$ cat src/hw/rtl/kwdt_pkg.sv
// Shared types and constants for the keyed watchdog timer.
// Used by kwdt_core, keyed_watchdog_timer_unit and tb_top; no dependencies.
package kwdt_pkg;

  localparam int DATA_W         = 32;
  localparam int ADDR_W         = 8;
  localparam int COUNT_BITS_DEF = 32;

  typedef enum logic [1:0] {
    OP_TICK  = 2'd0,
    OP_READ  = 2'd1,
    OP_WRITE = 2'd2
  } op_t;

  localparam logic [ADDR_W-1:0] OFS_CTRL   = 8'h00;
  localparam logic [ADDR_W-1:0] OFS_RELOAD = 8'h04;
  localparam logic [ADDR_W-1:0] OFS_COUNT  = 8'h08;
  localparam logic [ADDR_W-1:0] OFS_STATUS = 8'h0c;
  localparam logic [ADDR_W-1:0] OFS_KEY    = 8'h10;

  localparam logic [DATA_W-1:0] KEY_FEED = 32'h5a5a_5a5a;
  localparam logic [DATA_W-1:0] KEY_LOCK = 32'h1acc_e551;

  // control register bit positions
  localparam int CTL_EN    = 0;
  localparam int CTL_IRQEN = 1;
  localparam int CTL_RSTEN = 2;
  localparam int CTL_LOCK  = 3;
  localparam int CTL_W     = 4;

  typedef struct packed {
    logic [1:0]        opcode;
    logic [ADDR_W-1:0] address;
    logic [DATA_W-1:0] write_data;
  } item_t;

  typedef struct packed {
    logic [DATA_W-1:0] read_data;
    logic              bad_offset;
    logic              irq_level;
    logic              reset_pulse;
    logic              timeout_status;
  } result_t;

endpackage

$ cat src/hw/rtl/kwdt_core.sv
// Watchdog register file, counter and per-item result logic.
// Depends on kwdt_pkg; instantiated by keyed_watchdog_timer_unit.
module kwdt_core
  import kwdt_pkg::*;
#(
  parameter int COUNT_BITS = COUNT_BITS_DEF
) (
  input  logic    clk,
  input  logic    rst_n,
  input  logic    fire,
  input  item_t   item,
  output result_t res
);

  logic [CTL_W-1:0]      ctrl_r,    ctrl_nxt;
  logic [COUNT_BITS-1:0] reload_r,  reload_nxt;
  logic [COUNT_BITS-1:0] count_r,   count_nxt;
  logic                  timeout_r, timeout_nxt;
  logic                  armed_r,   armed_nxt;

  always_comb begin
    ctrl_nxt    = ctrl_r;
    reload_nxt  = reload_r;
    count_nxt   = count_r;
    timeout_nxt = timeout_r;
    armed_nxt   = armed_r;
    res         = '0;

    case (op_t'(item.opcode))
      OP_TICK: begin
        if (armed_r && ctrl_r[CTL_EN]) begin
          if (count_r > COUNT_BITS'(1)) begin
            count_nxt = count_r - COUNT_BITS'(1);
          end else begin
            // expire: fire once and disarm
            count_nxt       = '0;
            timeout_nxt     = 1'b1;
            armed_nxt       = 1'b0;
            res.reset_pulse = ctrl_r[CTL_RSTEN];
          end
        end
      end
      OP_READ: begin
        case (item.address)
          OFS_CTRL:   res.read_data = DATA_W'(ctrl_r);
          OFS_RELOAD: res.read_data = DATA_W'(reload_r);
          OFS_COUNT:  res.read_data = DATA_W'(count_r);
          OFS_STATUS: res.read_data = DATA_W'(timeout_r);
          OFS_KEY:    res.read_data = '0;
          default:    res.bad_offset = 1'b1;
        endcase
      end
      OP_WRITE: begin
        case (item.address)
          OFS_CTRL: begin
            if (!ctrl_r[CTL_LOCK]) begin
              ctrl_nxt = {ctrl_r[CTL_LOCK], item.write_data[CTL_RSTEN:CTL_EN]};
              if (item.write_data[CTL_EN] != ctrl_r[CTL_EN]) begin
                armed_nxt = item.write_data[CTL_EN];
                if (item.write_data[CTL_EN]) begin
                  count_nxt = reload_r;
                end
              end
            end
          end
          OFS_RELOAD: reload_nxt = item.write_data[COUNT_BITS-1:0];
          OFS_STATUS: timeout_nxt = timeout_r & ~item.write_data[0];
          OFS_KEY: begin
            if (item.write_data == KEY_FEED) begin
              count_nxt = reload_r;
              armed_nxt = ctrl_r[CTL_EN];
            end else if (item.write_data == KEY_LOCK) begin
              ctrl_nxt[CTL_LOCK] = 1'b1;
            end
          end
          default: res.bad_offset = 1'b1;
        endcase
      end
      default: ;
    endcase

    res.timeout_status = timeout_nxt;
    res.irq_level      = timeout_nxt & ctrl_nxt[CTL_IRQEN];
  end

  always_ff @(posedge clk) begin
    if (!rst_n) begin
      ctrl_r    <= '0;
      reload_r  <= '0;
      count_r   <= '0;
      timeout_r <= 1'b0;
      armed_r   <= 1'b0;
    end else if (fire) begin
      ctrl_r    <= ctrl_nxt;
      reload_r  <= reload_nxt;
      count_r   <= count_nxt;
      timeout_r <= timeout_nxt;
      armed_r   <= armed_nxt;
    end
  end

endmodule

$ cat src/hw/rtl/keyed_watchdog_timer_unit.sv
// Keyed watchdog timer top level: input register, core, result register.
// Depends on kwdt_pkg and kwdt_core.
//
//   channel | direction | handshake         | payload
//   in_     | input     | in_valid/in_stall | opcode, address, write_data
//   out_    | output    | out_valid/out_stall | read_data, bad_offset, irq_level,
//           |           |                   | reset_pulse, timeout_status
//
// One item per cycle sustained while out_stall stays low; out_valid rises after
// the in transfer once the item has passed the input register, then core logic
// into the result register, unless a held result blocks the advance.
// Synchronous rst_n reset zeroes valid flags and core state; counter disarmed.
// out_stall holds the result register; the input register then holds too, and
// in_stall rises only once both registers are full.
module keyed_watchdog_timer_unit
  import kwdt_pkg::*;
#(
  parameter int COUNT_BITS = COUNT_BITS_DEF
) (
  input  logic              clk,
  input  logic              rst_n,
  input  logic              in_valid,
  output logic              in_stall,
  input  logic [1:0]        in_opcode,
  input  logic [ADDR_W-1:0] in_address,
  input  logic [DATA_W-1:0] in_write_data,
  output logic              out_valid,
  input  logic              out_stall,
  output logic [DATA_W-1:0] out_read_data,
  output logic              out_bad_offset,
  output logic              out_irq_level,
  output logic              out_reset_pulse,
  output logic              out_timeout_status
);

  logic    stg_vld_r;
  item_t   stg_item_r;
  logic    out_vld_r;
  result_t res_r;
  result_t core_res;
  logic    adv;
  logic    in_xfer;

  assign adv      = stg_vld_r && (!out_vld_r || !out_stall);
  assign in_stall = stg_vld_r && !adv;
  assign in_xfer  = in_valid && !in_stall;

  always_ff @(posedge clk) begin
    if (!rst_n) begin
      stg_vld_r <= 1'b0;
    end else if (in_xfer) begin
      stg_vld_r <= 1'b1;
    end else if (adv) begin
      stg_vld_r <= 1'b0;
    end
  end

  always_ff @(posedge clk) begin
    if (in_xfer) begin
      stg_item_r <= '{opcode: in_opcode, address: in_address, write_data: in_write_data};
    end
  end

  kwdt_core #(
    .COUNT_BITS(COUNT_BITS)
  ) u_core (
    .clk  (clk),
    .rst_n(rst_n),
    .fire (adv),
    .item (stg_item_r),
    .res  (core_res)
  );

  always_ff @(posedge clk) begin
    if (!rst_n) begin
      out_vld_r <= 1'b0;
    end else if (adv) begin
      out_vld_r <= 1'b1;
    end else if (!out_stall) begin
      out_vld_r <= 1'b0;
    end
  end

  always_ff @(posedge clk) begin
    if (adv) begin
      res_r <= core_res;
    end
  end

  assign out_valid          = out_vld_r;
  assign out_read_data      = res_r.read_data;
  assign out_bad_offset     = res_r.bad_offset;
  assign out_irq_level      = res_r.irq_level;
  assign out_reset_pulse    = res_r.reset_pulse;
  assign out_timeout_status = res_r.timeout_status;

  a_pulse_sets_timeout: assert property (@(posedge clk) disable iff (!rst_n)
    out_vld_r && res_r.reset_pulse |-> res_r.timeout_status)
    else $error("reset pulse without timeout status");

  a_irq_needs_timeout: assert property (@(posedge clk) disable iff (!rst_n)
    out_vld_r && res_r.irq_level |-> res_r.timeout_status)
    else $error("interrupt level without timeout status");

  a_stage_holds: assert property (@(posedge clk) disable iff (!rst_n)
    stg_vld_r && !adv |=> stg_vld_r && $stable(stg_item_r))
    else $error("input register lost a held item");

  a_accept_loads: assert property (@(posedge clk) disable iff (!rst_n)
    in_xfer |=> stg_vld_r)
    else $error("accepted item not captured");

endmodule

$ cat config.mk
export PLATFORM = sky130hd
export DESIGN_NAME = keyed_watchdog_timer_unit
export DESIGN_NICKNAME = d
export VERILOG_FILES = /design/src/hw/rtl/kwdt_pkg.sv /design/src/hw/rtl/kwdt_core.sv /design/src/hw/rtl/keyed_watchdog_timer_unit.sv
export SDC_FILE = /design/constraint.sdc
export NUM_CORES = 1
export LEC_CHECK = 0
export BUFFER_PORTS_ARGS = -buffer_cell sky130_fd_sc_hd__buf_2
export CORE_MARGIN = 4
export CORE_UTILIZATION = 40
export DETAILED_ROUTE_END_ITERATION = 8
export PLACE_DENSITY = 0.65
export SYNTH_ARGS = -nofsm -noshare
export SYNTH_HDL_FRONTEND = slang
export SYNTH_SLANG_ARGS = --single-unit
export TNS_END_PERCENT = 50
$ cat constraint.sdc
create_clock -name clk -period 3.2 [get_ports clk]
set_input_delay 0.48 -clock clk [delete_from_list [all_inputs] [get_ports clk]]
set_output_delay 0.48 -clock clk [all_outputs]
set_load 0.05 [all_outputs]
# ---- Yosys cells after proc, flatten, opt, wreduce, memory -nomap -nowiden
# Cells that the tools add are included.
# W data, S select, Z words.
dict set report word_totals {
  register_bits 150
  in_bits 46
  out_inout_bits 38
  word_cells 99
}
dict set report classes {
  n_addsub 1
  order_cmp 1
  n_eq_ne 19
  n_mux 33
  n_bitwise 6
  n_reduce_logical 22
}
# op count
set ops {}
lappend ops {{$mux W32} 6}
lappend ops {{$pmux W32 S2} 2}
lappend ops {{$pmux W32 S4} 1}
lappend ops {{$eq A32 B29 Y1 const B} 1}
lappend ops {{$eq A32 B31 Y1 const B} 1}
lappend ops {{$gt A32 B1 Y1 const B} 1}
lappend ops {{$sub A32 B1 Y32 const B} 1}
lappend ops {{$eq A8 B4 Y1 const B} 2}
lappend ops {{$mux W1} 16}
lappend ops {{$reduce_and A8 Y1} 2}
lappend ops {{$pmux W1 S2} 5}
lappend ops {{$ne A3 B3 Y1 const B} 3}
lappend ops {{$eq A8 B3 Y1 const B} 1}
lappend ops {{$eq A8 B5 Y1 const B} 1}
lappend ops {{$logic_not A8 Y1} 1}
lappend ops {{$ne A2 B1 Y1 const B} 3}
lappend ops {{$ne A3 B2 Y1 const B} 2}
lappend ops {{$reduce_bool A2 Y1} 3}
lappend ops {{$reduce_and A5 Y1} 1}
lappend ops {{$reduce_or A5 Y1} 1}
lappend ops {{$logic_and A1 B1 Y1} 4}
lappend ops {{$logic_not A1 Y1} 4}
lappend ops {{$mux W2} 2}
lappend ops {{$mux W4} 1}
lappend ops {{12 further kinds} 17}

# ---- Depth between registers and ports, before layout
dict set report logic_depth {
  word_depth 8
  ltp_mapped 10
  ltp_nobuf 8
}

# ---- Modules after synthesis
# A second synthesis with hierarchy kept.
dict set report unflattened {
  hier_cells 691
  hier_area_um2 7113.1
}
# module instances cells_per_inst area_each_um2 seq_area_each_um2
set by_module_without_submodules {}
lappend by_module_without_submodules {kwdt_core 1 605 4687.0 1401.3}
lappend by_module_without_submodules {keyed_watchdog_timer_unit 1 86 2426.1 2382.3}

# ---- Worst setup path after synthesis
# OpenSTA, ideal clock, no wires.
dict set report synth_path {
  path_type {register to register}
  startpoint {reg out_vld_r (netlist: out_valid)}
  endpoint {reg stg_item_r[0] in the netlist's numbering, enable pin}
  arrival_ns 2.878
  required_time_ns 2.754
  slack_ns -0.124
  path_stages_with_launch 3
  n_path_buf 0
  synth_period_minus_slack_ns 3.324
  path_cell_list {dfxtp_1 -> and3_1 -> nor2b_1}
}
dict set report synth_via {
  elab_chain_len 7
}
# element line_no
set synth_lines {}
lappend synth_lines {{from (decl)} keyed_watchdog_timer_unit.sv:38} ;# logic out_vld_r;
lappend synth_lines {{from (signal assigned)} keyed_watchdog_timer_unit.sv:76} ;# out_vld_r <= 1'b0;
lappend synth_lines {{from (signal assigned)} keyed_watchdog_timer_unit.sv:78} ;# out_vld_r <= 1'b1;
lappend synth_lines {{from (signal assigned)} keyed_watchdog_timer_unit.sv:80} ;# out_vld_r <= 1'b0;
lappend synth_lines {{$logic_not A1 Y1} keyed_watchdog_timer_unit.sv:44} ;# assign adv = stg_vld_r && (!out_vld_r || !out_stall);
lappend synth_lines {{$logic_or A1 B1 Y1} keyed_watchdog_timer_unit.sv:44}
lappend synth_lines {{$logic_and A1 B1 Y1} keyed_watchdog_timer_unit.sv:44}
lappend synth_lines {{$logic_not A1 Y1} keyed_watchdog_timer_unit.sv:45} ;# assign in_stall = stg_vld_r && !adv;
lappend synth_lines {{$logic_and A1 B1 Y1} keyed_watchdog_timer_unit.sv:45}
lappend synth_lines {{via in_stall} keyed_watchdog_timer_unit.sv:23} ;# output logic in_stall,
lappend synth_lines {{$logic_not A1 Y1} keyed_watchdog_timer_unit.sv:46} ;# assign in_xfer = in_valid && !in_stall;
lappend synth_lines {{$logic_and A1 B1 Y1} keyed_watchdog_timer_unit.sv:46}
lappend synth_lines {{via in_xfer} keyed_watchdog_timer_unit.sv:42} ;# logic in_xfer;
lappend synth_lines {{to (signal assigned)} keyed_watchdog_timer_unit.sv:60} ;# stg_item_r <= '{opcode: in_opcode, address: in_address, write_data: in_write_data};
lappend synth_lines {{to (decl)} keyed_watchdog_timer_unit.sv:37} ;# item_t stg_item_r;
# The timed path passes the listed nets, and every way through them passes these cells.
# A chain may end at the register's enable or synchronous reset.

# ---- Worst setup path after layout
dict set report layout_path {
  startpoint {reg stg_item_r[34] in the netlist's numbering}
  endpoint {reg u_core.count_r[23]}
}
dict set report layout_via {
  elab_chain_len 3
  word_cells_on_any_way 10
  cone_classes {eq/ne (6); mux (2); reduce/logical (2)}
}
# element line_no
set layout_lines {}
lappend layout_lines {{$eq A8 B5 Y1 or $logic_not A8 Y1 (tied branches)} kwdt_core.sv:54} ;# case (item.address)
lappend layout_lines {{$ne A3 B2 Y1 (no source line) (tied with other cells)} n/a}
lappend layout_lines {{$reduce_and A8 Y1 (no source line) or $pmux W32 S2 (tied branches)} n/a}
lappend layout_lines {{to (signal assigned)} kwdt_core.sv:96} ;# count_r <= count_nxt;
lappend layout_lines {{to (decl)} kwdt_core.sv:17} ;# logic [COUNT_BITS-1:0] count_r, count_nxt;
# Several ways; a longest one is shown, not always the timed one.

==> metrics.txt <==
status=complete, no violations; Post-Syn Instances=710; #FFs+latches synth=150; first-pass GRT wire length=29600 um; Core ar.=0.0173 mm2; min Tclk post-route=2.82 ns; Post-Route WL=18100 um; sum of negative setup slack=0 ns; initial antenna violation count=0; Routed WL per cell=17.9 um; deepest clock path buffer count=2; Final WS setup=0.377 ns; CTS Hold Buffers Added=0; Finish-stage setup viols=0; Slew Viols, Final=0; worst path required time=3.52 ns; largest family of logic cells by synthesized area=compound AO/OA/AOI/OAI gates; EDFF count, synth=78; Layout fillers=1671; Post-synth top cells=nand2_1, edfxtp_1, dfxtp_1; num ports=84; fin crit share=88.2%; Finished Cell Area=0.00825 mm2; DRT iter0 DRCs=681; cell area after placement=0.00765 mm2; TritonCTS buffer count=17; Ys Warns=0; IO Port Bufs=83; Worst setup SP type=flip-flop; n_diodes=0; Critical Path AT=3.15 ns; row cnt=48; Post-CTS Setup Bufs=0; layout cells sized above 1=22.7%; worst slew pin tran=1.01 ns; Pwr per Cell Area=563 mW/mm2; Worst Setup Path Type=flip-flop to flip-flop; CTS Sinks=150; final global-route overflow total=0; Top FF cell, synth=edfxtp_1; Total GRT Usage=18.8%; syn nets=761; FFs w/ async S/R, synth=0%; routed vias/inst=5.70; clk_lat worst skew=0.43 ns; sequential area share after synthesis=53.7%; total vias in the final route=5777; Adder-Cell Fraction of Synth Area=0.887%; Slew headroom=32.2%; synth top area cells=edfxtp_1, dfxtp_1, nand2_1; H-tree Lvls=4; area growth from synthesis to layout=17.1%; Initial Util=40.8%; drt drc=0; Synth Area in Compound Gates=20.0%; fmax=0.354 GHz; Crit Path Max Fanout=20; mapped cell area=0.00705 mm2; ANT nets after route=0; Synth area leader=edfxtp_1; top-area cell type share of the netlist area=33.2%; clock slew at reported path FFs=0.06 ns; worst hold path type=input pin to flip-flop; worst-case clock skew=0.00930 ns; Crit. End Element=flip-flop; multiplexer area fraction after synthesis=1.47%; DP Wirelength=12300 um; leak pwr=0.00293 uW; area share of xor/xnor cells in the synthesized design=0.124%; CTS tree=built; Post-Syn Area per Cell=9.93 um2; largest net degree at the start of global routing=53; most frequent cell after synthesis=nand2_1; GP Congestion=0.897; Die ar.=0.0198 mm2; library cells used by synthesis=70; Synth Area in Simple Gates=19.4%; NumNets Final=826; maximum vdd ir drop=0.401 mV; Max-cap violations=0; die height=141 um; Final Hold Fails=0; vias in the first global route=5514; clock root cell=clkbuf_16; drt pass-1 iters=5; RSZ-0062 raised after global routing=false; die width=141 um; post_cts resized=0; DP Worst Slack=0.450 ns
power by group:
part           leakage (uW)  internal (uW)  switching (uW)
Clock              0.000284           1190             845
Combinational       0.00131            160             334
Sequential          0.00133           2080            36.9
layer usage:
| layer | vias to the layer above | share of wire [%] | track usage (%) |
|---|---|---|---|
| met5 | - | 0 | 0 |
| met4 | 0 | 2.2 | 7.04 |
| met3 | 28 | 8.4 | 4.99 |
| met2 | 254 | 43 | 27.1 |
| met1 | 2704 | 46 | 27.2 |
| li1 | 2791 | - | - |
final cells by class:
cell class                      count  area, um2  area share (%)
Tap cell                          225        282            3.41
Timing Repair Buffer              106        588            7.12
Sequential cell                   150       3780            45.8
Clock inverter                     14        165            2.00
Multi-Input combinational cell    492       2970            35.9
Inverter                            8       30.0           0.364
Clock buffer                       18        439            5.32
metrics by stage:
stage | hold WS [ns] | utilization (%) | total power [uW] | cells
final | 0.222 | 47.7 | 4650 | 1013
after global routing | 0.203 | 47.7 | 4830 | 1013
after CTS | 0.205 | 47.7 | 4680 | 1013
after detailed placement | 0.467 | 44.2 | 2650 | 981
after global placement | 0.462 | 44.2 | 2650 | 981
after floorplan | 0.445 | - | 2510 | 710
cells by family (layout without fill, tap and decap cells):
kind of cell / count (synthesis) / in the layout
AO/OA/AOI/OAI: 199 / 199
XOR/XNOR: 1 / 1
adder cells (fa/ha/maj): 5 / 5
buffers and inverters: 68 / 146
flip-flops: 150 / 150
multiplexers: 9 / 9
AND/OR/NAND/NOR: 278 / 278
cell usage in the layout (no fill, tap or decap), drive strengths merged, types with 7 or more instances in the layout:
cell,Yosys,final
nor3,14,14
a21oi,51,51
buf,22,106
a22oi,31,31
inv,8,14
o41ai,11,11
clkbuf,38,18
nor4,11,11
mux2i,7,7
dfxtp,72,72
or4,11,11
nor2,52,52
or3,8,8
o31ai,14,14
nand2,135,135
nand3,11,11
a31oi,18,18
edfxtp,78,78
a31o,21,21
o21ai,17,17
state kept, by name (all words and copies together) (netlist names):
signal / count
out_timeout_status: 1
u_core.reload_r: 32
u_core.count_r: 32
stg_vld_r: 1
u_core.timeout_r: 1
stg_item_r: 42
out_bad_offset: 1
out_read_data: 32
out_irq_level: 1
out_valid: 1
u_core.ctrl_r: 4
out_reset_pulse: 1
u_core.armed_r: 1
final timing paths:
| check | from | to | slack [ns] | cells past startpoint |
|---|---|---|---|---|
| min | in_write_data[8] | stg_item_r[8] | 0.22 | 1 |
| max reg2reg | stg_item_r[34] | u_core.count_r[23] | 0.38 | 7 |
| max | stg_item_r[34] | u_core.count_r[23] | 0.38 | 7 |
| min reg2reg | u_core.reload_r[0] | u_core.reload_r[0] | 0.48 | 2 |
critical path, stage by stage (launching register included):
cell	delay, ns
edfxtp_1	0.54
nor4_1	0.41
nand2_1	0.29
o32ai_1	0.42
a21o_1	0.34
buf_4	0.32
o211ai_1	0.12
a32o_1	0.27
No activity file was read; power rests on OpenSTA's default activity.
